[src/rtl/core/psq_pkg.sv]
// Package for the priority select queue: sizes, codes, payload structs and the
// command and status structs between the controller and the datapath.
// Depends on nothing; every other file of the block but psq_ram uses it.
`timescale 1ns / 1ps

package psq_pkg;

  // Queue capacity and the widths that follow from it.
  localparam int unsigned QUEUE_DEPTH = 16;
  localparam int unsigned IDX_W       = (QUEUE_DEPTH > 1) ? $clog2(QUEUE_DEPTH) : 1;
  localparam int unsigned CNT_W       = $clog2(QUEUE_DEPTH + 1);

  // Field widths of one item.
  localparam int unsigned IMP_W   = 7;
  localparam int unsigned SIZE_W  = 3;
  localparam int unsigned TAG_W   = 8;
  localparam int unsigned ENTRY_W = IMP_W + SIZE_W + TAG_W;

  // Operation codes.
  typedef enum logic [0:0] {
    OP_INSERT = 1'b0,
    OP_POP    = 1'b1
  } op_e;

  // Result status codes.
  typedef enum logic [1:0] {
    ST_INSERTED = 2'd0,
    ST_POPPED   = 2'd1,
    ST_EMPTY    = 2'd2,
    ST_FULL     = 2'd3
  } status_e;

  // One request as it arrives on the input ports.
  typedef struct packed {
    op_e                op;
    logic [IMP_W-1:0]   importance;
    logic [SIZE_W-1:0]  item_size;
    logic [TAG_W-1:0]   item_tag;
  } req_t;

  // One result as it leaves on the output ports.
  typedef struct packed {
    status_e            status;
    logic [IMP_W-1:0]   out_importance;
    logic [SIZE_W-1:0]  out_size;
    logic [TAG_W-1:0]   out_tag;
    logic               grid_cleared;
  } rsp_t;

  // One stored queue entry.
  typedef struct packed {
    logic [IMP_W-1:0]   importance;
    logic [SIZE_W-1:0]  size;
    logic [TAG_W-1:0]   tag;
  } entry_t;

  // Controller states.
  typedef enum logic [1:0] {
    S_IDLE,
    S_EXEC,
    S_SCAN,
    S_SHIFT
  } state_e;

  // Commands from the controller to the datapath.
  typedef struct packed {
    logic load;        // capture the request and reset the walk pointers
    logic insert;      // append the request or report full
    logic empty_pop;   // report a pop on an empty queue
    logic scan;        // one step of the search for the best entry
    logic shift_init;  // point the compaction just behind the best entry
    logic shift;       // one step of moving entries up by one place
    logic finish;      // drop the popped entry and issue the result
  } cmd_t;

  // Status from the datapath to the controller.
  typedef struct packed {
    logic is_pop;
    logic is_empty;
    logic scan_done;
    logic shift_done;
  } stat_t;

endpackage

[src/rtl/core/priority_select_queue_top.sv]
// Top level of the priority select queue: joins the controller and datapath.
// Depends on psq_pkg, psq_ctrl and psq_datapath.
//
// Each request (insert or pop) is taken when start is high and busy is low,
// and gives exactly one result, shown on rsp_o for a single cycle while done_o
// is high. done_o rises in the first cycle in which busy is low again, and a
// new request may be taken in that same cycle; the receiver cannot stall, so
// it must take the result in that cycle. An insert, a pop on an empty queue
// and an insert into a full queue each end after the execute step; a pop on a
// non-empty queue reads the stored entries one per cycle through the single
// read port of the entry RAM, first for the search and then for moving the
// entries younger than the best one up one place.
`timescale 1ns / 1ps

module priority_select_queue_top (
  input  logic          clk_i,
  input  logic          rst_ni,
  input  logic          start,
  output logic          busy,
  input  psq_pkg::req_t req_i,
  output logic          done_o,
  output psq_pkg::rsp_t rsp_o
);

  psq_pkg::cmd_t  cmd;
  psq_pkg::stat_t stat;

  psq_ctrl u_ctrl (
    .clk_i  (clk_i),
    .rst_ni (rst_ni),
    .start  (start),
    .busy   (busy),
    .cmd_o  (cmd),
    .stat_i (stat)
  );

  psq_datapath u_datapath (
    .clk_i  (clk_i),
    .rst_ni (rst_ni),
    .req_i  (req_i),
    .cmd_i  (cmd),
    .stat_o (stat),
    .done_o (done_o),
    .rsp_o  (rsp_o)
  );

endmodule

[src/rtl/core/psq_ram.sv]
// Generic simple dual-port RAM: one write port, one read port with registered
// read data. Has no dependencies; contents are undefined until written.
`timescale 1ns / 1ps

module psq_ram #(
  parameter int unsigned WIDTH = 8,
  parameter int unsigned DEPTH = 16
) (
  input  logic                                     clk_i,
  input  logic                                     wr_en_i,
  input  logic [((DEPTH > 1) ? $clog2(DEPTH) : 1)-1:0] wr_addr_i,
  input  logic [WIDTH-1:0]                         wr_data_i,
  input  logic                                     rd_en_i,
  input  logic [((DEPTH > 1) ? $clog2(DEPTH) : 1)-1:0] rd_addr_i,
  output logic [WIDTH-1:0]                         rd_data_o
);

  logic [WIDTH-1:0] mem_q [DEPTH];
  logic [WIDTH-1:0] rd_data_q;

  // Write port and registered read port.
  always_ff @(posedge clk_i) begin
    if (wr_en_i) begin
      mem_q[wr_addr_i] <= wr_data_i;
    end
    if (rd_en_i) begin
      rd_data_q <= mem_q[rd_addr_i];
    end
  end

  assign rd_data_o = rd_data_q;

endmodule

[src/rtl/core/psq_ctrl.sv]
// Controller of the priority select queue: sequences insert, search and
// compaction steps. Depends on psq_pkg for the state, command and status types.
`timescale 1ns / 1ps

module psq_ctrl (
  input  logic           clk_i,
  input  logic           rst_ni,
  input  logic           start,
  output logic           busy,
  output psq_pkg::cmd_t  cmd_o,
  input  psq_pkg::stat_t stat_i
);

  psq_pkg::state_e state_q, state_d;

  // State register.
  always_ff @(posedge clk_i or negedge rst_ni) begin
    if (!rst_ni) begin
      state_q <= psq_pkg::S_IDLE;
    end else begin
      state_q <= state_d;
    end
  end

  // Next state and commands.
  always_comb begin
    state_d = state_q;
    cmd_o   = '0;
    busy    = 1'b1;
    case (state_q)
      psq_pkg::S_IDLE: begin
        busy = 1'b0;
        if (start) begin
          cmd_o.load = 1'b1;
          state_d    = psq_pkg::S_EXEC;
        end
      end
      psq_pkg::S_EXEC: begin
        if (!stat_i.is_pop) begin
          cmd_o.insert = 1'b1;
          state_d      = psq_pkg::S_IDLE;
        end else if (stat_i.is_empty) begin
          cmd_o.empty_pop = 1'b1;
          state_d         = psq_pkg::S_IDLE;
        end else begin
          cmd_o.scan = 1'b1;
          state_d    = psq_pkg::S_SCAN;
        end
      end
      psq_pkg::S_SCAN: begin
        if (stat_i.scan_done) begin
          cmd_o.shift_init = 1'b1;
          state_d          = psq_pkg::S_SHIFT;
        end else begin
          cmd_o.scan = 1'b1;
        end
      end
      psq_pkg::S_SHIFT: begin
        if (stat_i.shift_done) begin
          cmd_o.finish = 1'b1;
          state_d      = psq_pkg::S_IDLE;
        end else begin
          cmd_o.shift = 1'b1;
        end
      end
      default: begin
        state_d = psq_pkg::S_IDLE;
      end
    endcase
  end

endmodule

[src/rtl/core/psq_datapath.sv]
// Datapath of the priority select queue: entry RAM, fill count, search for the
// best entry, compaction and the result register. Depends on psq_pkg, psq_ram.
`timescale 1ns / 1ps

module psq_datapath (
  input  logic           clk_i,
  input  logic           rst_ni,
  input  psq_pkg::req_t  req_i,
  input  psq_pkg::cmd_t  cmd_i,
  output psq_pkg::stat_t stat_o,
  output logic           done_o,
  output psq_pkg::rsp_t  rsp_o
);

  localparam int unsigned IdxW = psq_pkg::IDX_W;
  localparam int unsigned CntW = psq_pkg::CNT_W;

  psq_pkg::req_t   req_q;
  logic [CntW-1:0] count_q;
  logic            empty_rep_q;
  logic [CntW-1:0] addr_q;
  logic            pend_q;
  logic [IdxW-1:0] cmp_idx_q;
  logic [IdxW-1:0] best_idx_q;
  psq_pkg::entry_t best_q;
  logic [IdxW-1:0] wr_idx_q;
  psq_pkg::rsp_t   rsp_q;
  logic            done_q;

  logic            full;
  logic            walk;
  logic            rd_en;
  logic            wr_en;
  logic [IdxW-1:0] wr_addr;
  psq_pkg::entry_t wr_data;
  psq_pkg::entry_t rd_entry;
  logic [psq_pkg::ENTRY_W-1:0] rd_data;
  logic            better;

  assign full  = (count_q == CntW'(psq_pkg::QUEUE_DEPTH));
  assign walk  = cmd_i.scan || cmd_i.shift;
  assign rd_en = walk && (addr_q < count_q);

  // Write port: an insert appends, a compaction step moves one entry up.
  always_comb begin
    wr_en   = 1'b0;
    wr_addr = count_q[IdxW-1:0];
    wr_data = '{importance: req_q.importance, size: req_q.item_size, tag: req_q.item_tag};
    if (cmd_i.insert && !full) begin
      wr_en = 1'b1;
    end else if (cmd_i.shift && pend_q) begin
      wr_en   = 1'b1;
      wr_addr = wr_idx_q;
      wr_data = rd_entry;
    end
  end

  psq_ram #(
    .WIDTH (psq_pkg::ENTRY_W),
    .DEPTH (psq_pkg::QUEUE_DEPTH)
  ) u_ram (
    .clk_i     (clk_i),
    .wr_en_i   (wr_en),
    .wr_addr_i (wr_addr),
    .wr_data_i (wr_data),
    .rd_en_i   (rd_en),
    .rd_addr_i (addr_q[IdxW-1:0]),
    .rd_data_o (rd_data)
  );

  assign rd_entry = rd_data;

  // Higher importance wins; equal importance goes to the smaller size.
  assign better = (rd_entry.importance > best_q.importance) ||
                  ((rd_entry.importance == best_q.importance) &&
                   (rd_entry.size < best_q.size));

  // Status back to the controller.
  assign stat_o.is_pop     = (req_q.op == psq_pkg::OP_POP);
  assign stat_o.is_empty   = (count_q == '0);
  assign stat_o.scan_done  = (addr_q == count_q) && !pend_q;
  assign stat_o.shift_done = (addr_q == count_q) && !pend_q;

  // Request capture, walk pointers and search state.
  always_ff @(posedge clk_i or negedge rst_ni) begin
    if (!rst_ni) begin
      addr_q     <= '0;
      pend_q     <= 1'b0;
      cmp_idx_q  <= '0;
      best_idx_q <= '0;
      wr_idx_q   <= '0;
    end else begin
      if (cmd_i.load) begin
        addr_q    <= '0;
        pend_q    <= 1'b0;
        cmp_idx_q <= '0;
      end else if (cmd_i.shift_init) begin
        addr_q   <= CntW'(best_idx_q) + CntW'(1);
        pend_q   <= 1'b0;
        wr_idx_q <= best_idx_q;
      end else if (walk) begin
        pend_q <= rd_en;
        if (rd_en) begin
          addr_q <= addr_q + CntW'(1);
        end
        if (cmd_i.scan && pend_q) begin
          cmp_idx_q <= cmp_idx_q + IdxW'(1);
          if ((cmp_idx_q == '0) || better) begin
            best_idx_q <= cmp_idx_q;
          end
        end
        if (cmd_i.shift && pend_q) begin
          wr_idx_q <= wr_idx_q + IdxW'(1);
        end
      end
    end
  end

  // Payload registers: the captured request and the best entry so far.
  always_ff @(posedge clk_i) begin
    if (cmd_i.load) begin
      req_q <= req_i;
    end
    if (cmd_i.scan && pend_q && ((cmp_idx_q == '0) || better)) begin
      best_q <= rd_entry;
    end
  end

  // Fill count, empty flag and the result register.
  always_ff @(posedge clk_i or negedge rst_ni) begin
    if (!rst_ni) begin
      count_q     <= '0;
      empty_rep_q <= 1'b0;
      done_q      <= 1'b0;
      rsp_q       <= '0;
    end else begin
      done_q <= cmd_i.insert || cmd_i.empty_pop || cmd_i.finish;
      if (cmd_i.insert) begin
        if (full) begin
          rsp_q <= '{status: psq_pkg::ST_FULL, out_importance: '0, out_size: '0,
                     out_tag: '0, grid_cleared: 1'b0};
        end else begin
          rsp_q   <= '{status: psq_pkg::ST_INSERTED, out_importance: '0, out_size: '0,
                       out_tag: '0, grid_cleared: 1'b0};
          count_q <= count_q + CntW'(1);
        end
      end else if (cmd_i.empty_pop) begin
        rsp_q       <= '{status: psq_pkg::ST_EMPTY, out_importance: '0, out_size: '0,
                         out_tag: '0, grid_cleared: !empty_rep_q};
        empty_rep_q <= 1'b1;
      end else if (cmd_i.finish) begin
        rsp_q       <= '{status: psq_pkg::ST_POPPED, out_importance: best_q.importance,
                         out_size: best_q.size, out_tag: best_q.tag, grid_cleared: 1'b0};
        count_q     <= count_q - CntW'(1);
        empty_rep_q <= 1'b0;
      end
    end
  end

  assign done_o = done_q;
  assign rsp_o  = rsp_q;

  // The fill count never passes the capacity.
  a_count_bound: assert property (@(posedge clk_i) disable iff (!rst_ni)
    count_q <= CntW'(psq_pkg::QUEUE_DEPTH))
    else $error("psq: fill count above capacity");

  // A popped result removes exactly one entry.
  a_pop_count: assert property (@(posedge clk_i) disable iff (!rst_ni)
    (done_q && rsp_q.status == psq_pkg::ST_POPPED) |->
      count_q == $past(count_q) - CntW'(1))
    else $error("psq: pop did not remove one entry");

  // The cleared flag goes only with an empty pop.
  a_cleared_empty: assert property (@(posedge clk_i) disable iff (!rst_ni)
    (done_q && rsp_q.grid_cleared) |-> rsp_q.status == psq_pkg::ST_EMPTY)
    else $error("psq: cleared flag outside an empty pop");

  // A result strobe lasts a single cycle.
  a_done_single: assert property (@(posedge clk_i) disable iff (!rst_ni)
    done_q |=> !done_q)
    else $error("psq: result strobe held for two cycles");

endmodule

[config.mk]
export PLATFORM = sky130hd
export DESIGN_NAME = priority_select_queue_top
export DESIGN_NICKNAME = d
export VERILOG_FILES = /design/src/rtl/core/psq_pkg.sv /design/src/rtl/core/priority_select_queue_top.sv /design/src/rtl/core/psq_ram.sv /design/src/rtl/core/psq_ctrl.sv /design/src/rtl/core/psq_datapath.sv
export SDC_FILE = /design/constraint.sdc
export NUM_CORES = 1
export LEC_CHECK = 0
export BUFFER_PORTS_ARGS = -buffer_cell sky130_fd_sc_hd__buf_4
export CAP_MARGIN = 40
export CORE_MARGIN = 2
export CORE_UTILIZATION = 61
export CTS_BUF_LIST = sky130_fd_sc_hd__clkbuf_2
export DETAILED_ROUTE_END_ITERATION = 8
export PLACE_DENSITY = 0.78
export SYNTH_ARGS = -nofsm -noshare
export SYNTH_HDL_FRONTEND = slang
export SYNTH_SLANG_ARGS = --single-unit
[constraint.sdc]
create_clock -name clk_i -period 3.69 [get_ports clk_i]
set_input_delay 0.738 -clock clk_i [delete_from_list [all_inputs] [get_ports clk_i]]
set_output_delay 0.738 -clock clk_i [all_outputs]
set_load 0.05 [all_outputs]
After elaboration in Yosys (flattened, before gate mapping)
Memory sizes are Yosys's and may differ from the RTL's. A register that Yosys moved wholly into a read port is not among the register bits.
Cells that the tools add are included.
- bits in registers: 85
- bits of input ports: 22
- word-level logic and storage cells: 131
- ROM bits: 0
- latch bits: 0
- memory bits (writable): 288
- output and inout bits: 23
- memories kept: 1
- memory list (name ; words ; width ; read ports ; clocked after memory_dff ; write ports ; line ; RTL):
    u_datapath.u_ram.mem_q ; 16 ; 18 ; 1 ; 1 ; 1 ; psq_ram.sv:18 ; logic [WIDTH-1:0] mem_q [DEPTH];
- shift-type cells: 0
- add/sub/neg operators: 6
- multiplexer cells: 51
- magnitude comparators: 3
- div/mod/pow operators: 0
- reduce and logical (&&, ||, !) cells: 34
- equal/unequal tests: 12
- multiply operators: 0
- bitwise gates (word level): 3
- operators with widths (kind ; count):
    two-way mux 21 bit ; 4
    two-way mux 5 bit ; 8
    two-way mux 18 bit ; 2
    two-way mux 4 bit ; 9
    two-way mux 1 bit ; 18
    two-way mux 2 bit ; 8
    AND reduction 3 bit ; 4
    nonzero test 2 bit ; 6
    adder 5 x 1 -> 5 bit, second input constant ; 2
    nonzero test 3 bit ; 3
    adder 4 x 1 -> 4 bit, second input constant ; 2
    != test 2 bit, second input constant ; 4
    case mux 2 bit (4 select lines) ; 1
    == test 7 bit ; 1
    > comparator 7 bit ; 1
    logical AND 1 bit ; 7
    adder 4 x 1 -> 5 bit, second input constant ; 1
    == test 5 bit ; 1
    == test 5 bit, second input constant ; 1
    logical NOT 5 bit ; 1
    logical OR 1 bit ; 5
    < comparator 5 bit ; 1
    AND reduction 5 bit ; 1
    subtractor 5 x 1 -> 5 bit, second input constant ; 1
    10 further kinds ; 17

Longest topological paths before layout
Gate-level depths: netlist of run 1.
- depth after elaboration: 10
- mapped depth: 14
- depth with buffers taken out: 11

Modules after synthesis
Synthesis of run 1 repeated with hierarchy kept, for this count alone.
- cell total of the unflattened synthesis: 819
- area total of the unflattened synthesis: 15633.7 sq um
- by module, submodules not included (module ; sequential area each (sq um) ; cells each ; instances ; area an instance (sq um)):
    psq_ram ; 9188.8 ; 482 ; 1 ; 11502.3
    psq_datapath ; 2262.2 ; 312 ; 1 ; 3897.5
    psq_ctrl ; 50.0 ; 25 ; 1 ; 234.0

Worst setup path before layout of run 1
No wires, ideal clock.
- kind: register to register
- start: reg with a tool-made name
- end: mem u_datapath.u_ram.mem_q[1][0] (netlist name) (enable)
- library setup time: 393 ps
- required time: 3297 ps
- period minus slack after synthesis: 2806 ps
- buffers on the path: 1
- arrival: 2413 ps
- cell stages (with the launch flop): 10
- slack: 884 ps
- path through: dfrtp_1 -> inv_1 -> ha_1 -> nand2b_1 -> a21oi_1 -> buf_6 -> nor2_8 -> nor3b_1 -> a31oi_2 -> nor2_1
- RTL lines (element ; line):
    end: declaration ; psq_ram.sv:18

==> results of run 1 <==
-- repair_timing --
| item | 4_1_cts | 5_1_grt |
|---|---|---|
| endpoints found under the hold margin | 66 | 0 |
| hold buffers | 19 | 0 |
| endpoints found under the setup margin | 0 | 0 |
-- power breakdown --
group,total [mW],leakage [nW],switching [mW],internal (mW)
clock,2.75,0.639,1.63,1.13
sequential,6.00,3.73,0.370,5.63
combinational,3.29,1.81,1.90,1.39
-- worst max path at each step --
stage	startpoint	to	cells past startpoint
CTS	flop	u_datapath.u_ram.mem_q[1][12]	9
detailed placement	flop	u_datapath.u_ram.mem_q[1][1]	9
floorplan	flop	u_datapath.u_ram.mem_q[1][0]	9
global route	flop	u_datapath.u_ram.mem_q[1][12]	9
finish	flop	u_datapath.u_ram.mem_q[1][12]	9
global placement	flop	u_datapath.u_ram.mem_q[1][2]	9
-- layer usage --
layer  share of wire, %  GRT usage [%]
met2                 51          42.77
met4                2.3          8.814
met5                  0          2.083
met1                 39          33.71
met3                7.8          5.776
-- area by class of cell --
cell class | instances | area [um2]
diodes | 1 | 2.502
inverters | 26 | 97.59
multi-input cells | 369 | 3961
clock inverters | 25 | 166.4
fillers | 1607 | 7641
well taps | 330 | 412.9
flip-flops and latches | 391 | 11510
clock buffers | 136 | 680.7
repair buffers | 89 | 785.8
-- stage by stage --
| stage | hold slack [ns] | worst slack (ns) | utilization [%] | instance area, um2 |
|---|---|---|---|---|
| 6_report | 0.06568 | 0.6437 | 69.74 | 17610 |
| 5_1_grt | 0.002309 | 0.4002 | 69.74 | 17610 |
| 4_1_cts | 0.004051 | 0.6102 | 69.73 | 17610 |
| 3_5_place_dp | 0.4392 | 0.6526 | 65.63 | 16570 |
| 3_3_place_gp | 0.4319 | 0.7878 | 65.52 | 16550 |
| 2_1_floorplan | 0.4204 | 0.8843 | - | 15700 |
-- worst max-delay path, delay by kind of cell (launching register included) --
kind	cells	cell delay (ns)
AND/OR/NAND/NOR	4	1.17
AO/OA/AOI/OAI	2	0.57
flip-flops	1	0.42
buffers and inverters	2	0.34
adder cells (fa/ha/maj)	1	0.24
-- state kept, by name, indices dropped and copies added (netlist names), 4 cells and up, named ones only --
signal / cells
u_datapath.count_q: 5
u_datapath.u_ram.mem_q: 288
u_datapath.cmp_idx_q: 4
u_datapath.rsp_o: 21
u_datapath.req_q: 18
u_datapath.best_q: 18
u_datapath.addr_q: 5
u_datapath.u_ram.rd_data_o: 18
u_datapath.wr_idx_q: 4
u_datapath.best_idx_q: 4
-- cell families after synthesis --
logic type               after synthesis
AO/OA/AOI/OAI                         81
XOR/XNOR                              12
adder cells (fa/ha/maj)               27
buffers and inverters                 59
flip-flops                           391
multiplexers                         118
AND/OR/NAND/NOR                      131
-- cell usage in the layout (no fill, tap or decap), types with 4 or more instances in the layout --
cell           Yosys  final
nor3_1             4      4
nor2_1            31     15
a31oi_1           10     10
nand2b_1           4      4
nand3_1           12     12
xor2_1             7      7
mux2_1             4      4
mux2_2            20     20
dlygate4sd3_1      0     19
xnor2_1            5      5
mux2i_1            4      4
nor2_2             0     16
edfxtp_1         343    343
buf_12             0      4
clkbuf_2           1    136
nand4_1            4      4
mux4_2            90     90
inv_1             25     25
dfrtp_1           48     46
buf_4              7     65
a21o_1             5      5
nand2_1           58     58
ha_1              26     26
a21oi_1           33     33
clkinv_1           0     16
o21ai_0           15     15
==> reports/metrics.yaml, run 1 <==
relSlewSlack_pct: 44.80
synth_fa_ha_area_share_pct: 2.200
hp-start: "req_i[18]"
dp_cells: 1186
cts.clk_slew.worst_paths_ns: 0.08
first_global_vias: 8762
drcViolationCount: 0
clk_latency_ns: 0.90
skew_ns: 0.05094
rsz0062_at_grt: "no"
synth_area_leader_cell: "edfxtp_1"
period_minus_slack_ns: 3.046
worst_pin_slew_ns: 0.8268
drt-wirelength-per-cell_um: 24.08
timing.rr.end: "u_datapath.u_ram.mem_q[1][12]"
synth-compound-area-share_pct: 3.252
htree_levels: 3
start_kind: "flop"
clock_sink_count: 391
wl_um: 32920
setup_violations: 0
finalSetupTns_ns: 0
drtPass1Iterations: 5
fin_crit_sh_pct: 82.56
critical_path_class: "reg -> reg"
grt_pass1_wl_um: 49960
syn_avg_cell_area_um2: 19.17
ys_seq_area_share_pct: 73.25
hold_path_end: "u_datapath.stat_o[3]"
die_area_mm2: 0.02704
r2r_slack_ns: 0.64
cp_slowest_cell: "a21oi_1"
postSynth.asyncResetShare_pct: 12.28
status: "completed"
ys.flop_type: "edfxtp_1"
slowest_delay_ns: 0.45
die_h_um: 164.4
drt_iter0_markers: 779
drive_gt1_share_pct: 34.56
slew_viol_final: 0
synth_common_cells: "343 x edfxtp_1, 90 x mux4_2, 58 x nand2_1, 48 x dfrtp_1, 33 x a21oi_1"
whs_path_depth: 1
cp_max_fo: 26
root_buffer: "clkbuf_2"
cts_resized: 0
p_total_mw: 12.05
yosysWarnings: 0
area_growth_pct: 12.18
synth_top_family_by_area: "multiplexers"
power.density_mw_per_mm2: 684.3
cap_violations: 0
r2r_cells: 9
ios: 45
synth.area.mux_share_pct: 14.89
die_w_um: 164.4
synth_area_mm2: 0.01570
synth-xor-area-share_pct: 0.6694
cp.arrival_ns: 3.62
rows: 58
gr-usage-all-layers_pct: 25.63
antenna_found_initial: 1
clock_path_buffers: 3
io_buffers: 44
via_per_inst: 6.129
yosys.area.top_type_share_pct: 65.60
start_util_pct: 62.17
coreArea_mm2: 0.02525
grt_max_degree: 74
dpl.hpwl_um: 19000
final_nets: 1020
worstPathCellList: "inv_1, ha_1, nand2b_1, a21oi_1, nor2_8, nor3b_1, a31oi_2, nor2_2, buf_12"
netlist_instances: 819
ys_types: 57
synth_nets: 868
ant_nets: 0
cp-end-kind: "flop"
ys_ff_latch: 391
fin_cells: 1367
p_leak_nw: 6.176
required_ns: 4.26
place.gp.congestion: 0.8037
fmax_ghz: 0.3283
synth_area_leaders: "edfxtp_1 66%, mux4_2 13%, dfrtp_1 7.7%"
grt_remaining_overflow: 0
cts_tree: "built"
synth-edff-count: 343
hold_viol_final: 0
synthSimpleGateAreaFrac_pct: 3.969
cts-buffers-inserted: 94
vias: 8379
synth_most_common_cell: "edfxtp_1"
post-cts-setup-buffers: 0
ir_drop_mv: 0.4301
hold_path.class: "in -> reg"
Power figures use the tool's default switching activity.
==> inputs of run 2 (changes only) <==
- CORE_UTILIZATION: 61 -> 58
- clock period: 3.69 -> 2.45 ns (I/O delays scaled with it)
==> reports/metrics.yaml, run 2 (same netlist as run 1, synthesis figures left out) <==
status: "completed"
cpMostUsedCell: "buf_4"
wl_um: 33070  # +0.46%
ir_drop_mv: 0.6297  # +46%
clock_path_buffers: 3  # unchanged
power.density_mw_per_mm2: 1028  # +50%
largest_register_ffs: 288  # unchanged
cts-buffers-inserted: 96  # +2.1%
first_global_vias: 8707  # -0.63%
worstPathCellList: "buf_4, ha_1, nand2_1, nor2_8, buf_4, mux2_2"
grt_pass1_wl_um: 50370  # +0.83%
hold_path.class: "in -> async"
via_per_inst: 5.942  # -3.1%
relSlewSlack_pct: 58.41  # +14 points
cts.clk_slew.worst_paths_ns: 0.10  # +0.02 ns
final_cell_mix: "343 x edfxtp_1, 145 x clkbuf_2, 90 x mux4_2"
cp-end-kind: "flop"
place.gp.congestion: 0.7709  # -4.1%
rsz0062_at_grt: "yes"
antenna_found_initial: 1  # unchanged
cp.arrival_ns: 2.96  # -0.66 ns
drtPass1Iterations: 6  # +1
rows: 60  # +3.4%
cp_max_fo: 16  # -38%
fmax_ghz: 0.4193  # +28%
die_h_um: 168.5  # +2.5%
skew_ns: 0.04995  # -0.0009859 ns
hold_viol_final: 0  # unchanged
final_nets: 1050  # +2.9%
root_buffer: "clkbuf_2"
worst_pin_slew_ns: 0.6239  # -0.2029 ns
required_ns: 3.03  # -1.23 ns
critical_path_class: "reg -> reg"
slowest_delay_ns: 0.50  # +0.05 ns
start_util_pct: 58.58  # -3.6 points
worst_hold_slack_ns: 0.1586  # +0.09297 ns
gr-usage-all-layers_pct: 24.19  # -1.4 points
ios: 45  # unchanged
ant_nets: 0  # unchanged
coreArea_mm2: 0.02680  # +6.1%
area_growth_pct: 15.91
grt_remaining_overflow: 0  # unchanged
dpl.hpwl_um: 18540  # -2.4%
fin_crit_sh_pct: 97.35  # +15 points
setup_violations: 0  # unchanged
cap_violations: 0  # unchanged
clk_latency_ns: 0.91  # about the same
period_minus_slack_ns: 2.385  # -0.6612 ns
final_core_util_pct: 67.90  # -1.8 points
vias: 8372  # -0.084%
grt_max_degree: 76  # +2.7%
final_common_cell: "edfxtp_1"
io_buffers: 44  # unchanged
htree_levels: 3  # unchanged
drive_gt1_share_pct: 38.24  # +3.7 points
regMostFlops: "u_datapath.u_ram.mem_q"
die_area_mm2: 0.02840  # +5.0%
slew_viol_final: 0  # unchanged
die_w_um: 168.5  # +2.5%
drt-wirelength-per-cell_um: 23.47  # -2.5%
drcViolationCount: 0  # unchanged
drt_iter0_markers: 962  # +23%
clock_sink_count: 391  # unchanged
p_leak_nw: 6.400  # +3.6%
cts_tree: "built"
start_kind: "flop"
fill_cells: 1783  # +11%
cp_slowest_cell: "mux2_2"
## run 2: cell count changes in the layout (fill, tap and decap cells not counted), moves of 5 or more
cell | before | now
clkinv_1 | 16 | 10
buf_4 | 65 | 74
nor2_2 | 16 | 8
nor2_4 | 0 | 8
clkbuf_2 | 136 | 145
buf_12 | 4 | 19
a31oi_1 | 10 | 4
a31oi_2 | 2 | 7
## run 2: per-layer routing
layer | up-vias | wire length [um] | GRT usage (%)
li1 | 3690 | - | -
met1 | 4252 | 13190 | 32.69
met2 | 370 | 16690 | 39.56
met3 | 60 | 2453 | 5.284
met4 | 0 | 740 | 8.846
met5 | - | 0 | 0
## run 2: final timing paths
| kind | slack, ns | to | cells after the start | start |
|---|---|---|---|---|
| worst max-delay path | 0.06 | u_datapath.u_ram.mem_q[0][17] | 6 | u_ctrl.state_q[0] |
| worst min-delay path | 0.16 | u_datapath.rsp_o[10] | 2 | rst_ni |
| worst max register to register | 0.06 | u_datapath.u_ram.mem_q[0][17] | 6 | u_ctrl.state_q[0] |
| worst min register to register | 0.48 | u_datapath.best_q[1] | 0 | u_datapath.u_ram.rd_data_o[1] |
| max in group asynchronous | 1.83 | u_datapath.count_q[2] | 2 | rst_ni |
| min in group clk_i | 0.29 | u_datapath.req_q[4] | 2 | req_i[4] |
## run 2: repair_timing
action / in CTS / in global routing
hold buffers: 21 / 0
setup buffers: 1 / 0
endpoints found under the setup margin: 9 / 200
pin swaps: 0 / 1
cloned: 0 / 1
resized for setup: 4 / 16
hold endpoints to repair: 70 / 0
## run 2: final cells by class
cell class / instances / area, um2 / area share, %
Sequential cell: 391 / 11510 / 63.24
Multi-Input combinational cell: 369 / 4101 / 22.54
Timing Repair Buffer: 117 / 1194 / 6.559
Clock buffer: 145 / 725.7 / 3.988
Tap cell: 341 / 426.7 / 2.344
Clock inverter: 19 / 142.6 / 0.7838
Inverter: 26 / 97.59 / 0.5363
Antenna cell: 1 / 2.502 / 0.01375
## run 2: stage by stage
stage	instances	worst slack [ns]	cell area (um2)	power, mW	setup TNS, ns
global route	1409	-0.02263	18200	19.70	-0.05875
global placement	1221	0.02623	17000	14.28	0
finish	1409	0.06492	18200	18.72	0
floorplan	819	-0.1791	15820	12.71	-15.51
CTS	1407	0.008887	18100	18.81	0
detailed placement	1221	-0.01324	17000	14.48	-0.1942
## run 2: worst max-delay path: cells and delay by family, from the launching register on
kind / cells / cell delay [ns]
flops: 1 / 0.40
buf+inv: 2 / 0.44
mux: 1 / 0.50
fa+ha+maj: 1 / 0.15
simple gates: 2 / 0.57
## run 2: power by group
part           total [mW]  internal [mW]  switching [mW]
clock                4.26           1.78            2.48
combinational        5.47           2.39            3.07
sequential           8.99           8.48           0.504
total                18.7           12.7            6.06
==> inputs of run 3 (changes only) <==
- CORE_MARGIN: 2 -> 5
==> reports/metrics.yaml, run 3 (same netlist as run 1, synthesis figures left out) <==
status: "completed"
regMostFlops: "u_datapath.u_ram.mem_q"
grt_max_degree: 76  # unchanged
ff_latch_area_mm2: 0.01151  # about the same
cp.arrival_ns: 2.98  # +0.02 ns
final_cell_mix: "343 x edfxtp_1, 145 x clkbuf_2, 90 x mux4_2"
drive_gt1_share_pct: 37.88  # -0.36 points
clock_path_buffers: 3  # unchanged
dpl.hpwl_um: 18930  # +2.1%
root_buffer: "clkbuf_2"
first_global_vias: 8571  # -1.6%
multi_input_area_mm2: 0.004100  # about the same
final_common_cell: "edfxtp_1"
coreArea_mm2: 0.02680  # unchanged
largest_register_ffs: 288  # unchanged
place.gp.congestion: 0.7935  # +2.9%
gr-usage-all-layers_pct: 21.82  # -2.4 points
drcViolationCount: 0  # unchanged
drtPass1Iterations: 5  # -1
grt_remaining_overflow: 0  # unchanged
relSlewSlack_pct: 57.80  # -0.60 points
final_nets: 1057  # +0.67%
rows: 60  # unchanged
slew_viol_final: 0  # unchanged
worst_hold_slack_ns: 0.1667  # +0.008088 ns
cts.clk_slew.worst_paths_ns: 0.11  # about the same
die_h_um: 174.5  # +3.6%
hold_viol_final: 0  # unchanged
via_per_inst: 5.882  # -1.0%
setup_violations: 0  # unchanged
vias: 8394  # +0.26%
cp-end-kind: "flop"
ios: 45  # unchanged
cp_max_fo: 9  # -7
hold_path.class: "in -> async"
drt-wirelength-per-cell_um: 23.11  # -1.6%
antenna_found_initial: 1  # unchanged
ir_drop_mv: 0.5437  # -14%
power.density_mw_per_mm2: 1020  # -0.84%
die_w_um: 174.5  # +3.6%
skew_ns: 0.05774  # +0.007785 ns
start_kind: "flop"
worst_pin_slew_ns: 0.6300  # +0.006127 ns
critical_path_class: "reg -> reg"
fmax_ghz: 0.4121  # -1.7%
fin_crit_sh_pct: 99.04  # +1.7 points
die_area_mm2: 0.03046  # +7.2%
drt_iter0_markers: 684  # -29%
ant_nets: 0  # unchanged
p_leak_nw: 6.440  # +0.62%
area_growth_pct: 16.62
grtUsageMet2_pct: 36.40  # -3.2 points
htree_levels: 3  # unchanged
finalSetupTns_ns: 0  # unchanged
grt.busiest_layer: "met2"
r2r_cells: 8  # +2
final_core_util_pct: 68.32  # +0.42 points
cts-buffers-inserted: 95  # -1.0%
met1_usage_pct: 29.65  # -3.0 points
start_util_pct: 58.58  # unchanged
fill_cells: 1728  # -3.1%
wl_um: 32970  # -0.30%
clk_latency_ns: 0.87  # -0.04 ns
cap_violations: 0  # unchanged
grt_pass1_wl_um: 50260  # -0.22%
required_ns: 3.00  # -0.03 ns
io_buffers: 44  # unchanged
grt.met3_usage_pct: 4.089  # -1.2 points
clock_sink_count: 391  # unchanged
period_minus_slack_ns: 2.427  # +0.04146 ns
cts_tree: "built"
-- run 3: cell types whose count changed in the layout (fill, tap and decap cells not counted), sizes merged --
cell and delta:
buf +6, bufinv -1, clkbuf +1, clkinv +10, clkinvlp +1, nor2 +1
-- run 3: where the power goes --
part / switching [mW] / total, mW / internal [mW] / leakage [nW]
Sequential: 0.476 / 8.96 / 8.48 / 3.73
Clock: 2.49 / 4.17 / 1.68 / 0.667
Combinational: 3.09 / 5.54 / 2.45 / 2.05
Total: 6.06 / 18.7 / 12.6 / 6.44
-- run 3: metrics by stage --
step / power [mW] / instances / instance area [um2] / setup WS (ns)
finish: 18.67 / 1427 / 18310 / 0.02346
detailed placement: 14.55 / 1227 / 17080 / -0.05016
CTS: 18.79 / 1422 / 18190 / 0.002089
global placement: 14.41 / 1227 / 17080 / 0.01994
floorplan: 12.71 / 819 / 15820 / -0.1791
global route: 19.76 / 1427 / 18310 / -0.02697
-- run 3: repair_timing --
action | 4_1_cts | 5_1_grt
resized for setup | 5 | 14
gates cloned | 0 | 3
buffers inserted | 0 | 1
hold buffers | 21 | 0
pin swaps | 0 | 5
hold endpoints to repair | 69 | 0
setup endpoints to repair | 211 | 236
-- run 3: per-layer routing --
metal	wire, um	vias to the layer above
met5	0	-
met2	16930	324
met3	2015	56
met1	13330	4300
met4	693	0
li1	-	3714
-- run 3: critical path, cell delays in order, from the launching register on --
cell and delay [ns]:
dfrtp_1 0.42, ha_1 0.20, nand2_1 0.33, nor2_8 0.26, buf_6 0.15, a31oi_2 0.09
buf_4 0.18, nor2_4 0.24, clkbuf_16 0.24
-- run 3: worst paths after layout --
path | from | to | slack, ns
max in group asynchronous | rst_ni | u_datapath.addr_q[0] | 1.75
max reg2reg | u_ctrl.state_q[0] | u_datapath.u_ram.mem_q[12][6] | 0.02
min reg2reg | u_datapath.u_ram.rd_data_o[0] | u_datapath.best_q[0] | 0.43
min | rst_ni | u_datapath.rsp_o[14] | 0.17
max | u_ctrl.state_q[0] | u_datapath.u_ram.mem_q[12][6] | 0.02
min in group clk_i | req_i[17] | u_datapath.req_q[17] | 0.34
-- run 3: area by class of cell --
class	instances	area share, %
flip-flops and latches	391	62.85
well taps	341	2.330
clock buffers	145	3.963
repair buffers	124	7.127
diodes	1	0.01367
inverters	26	0.5330
clock inverters	29	0.7927
multi-input cells	370	22.39
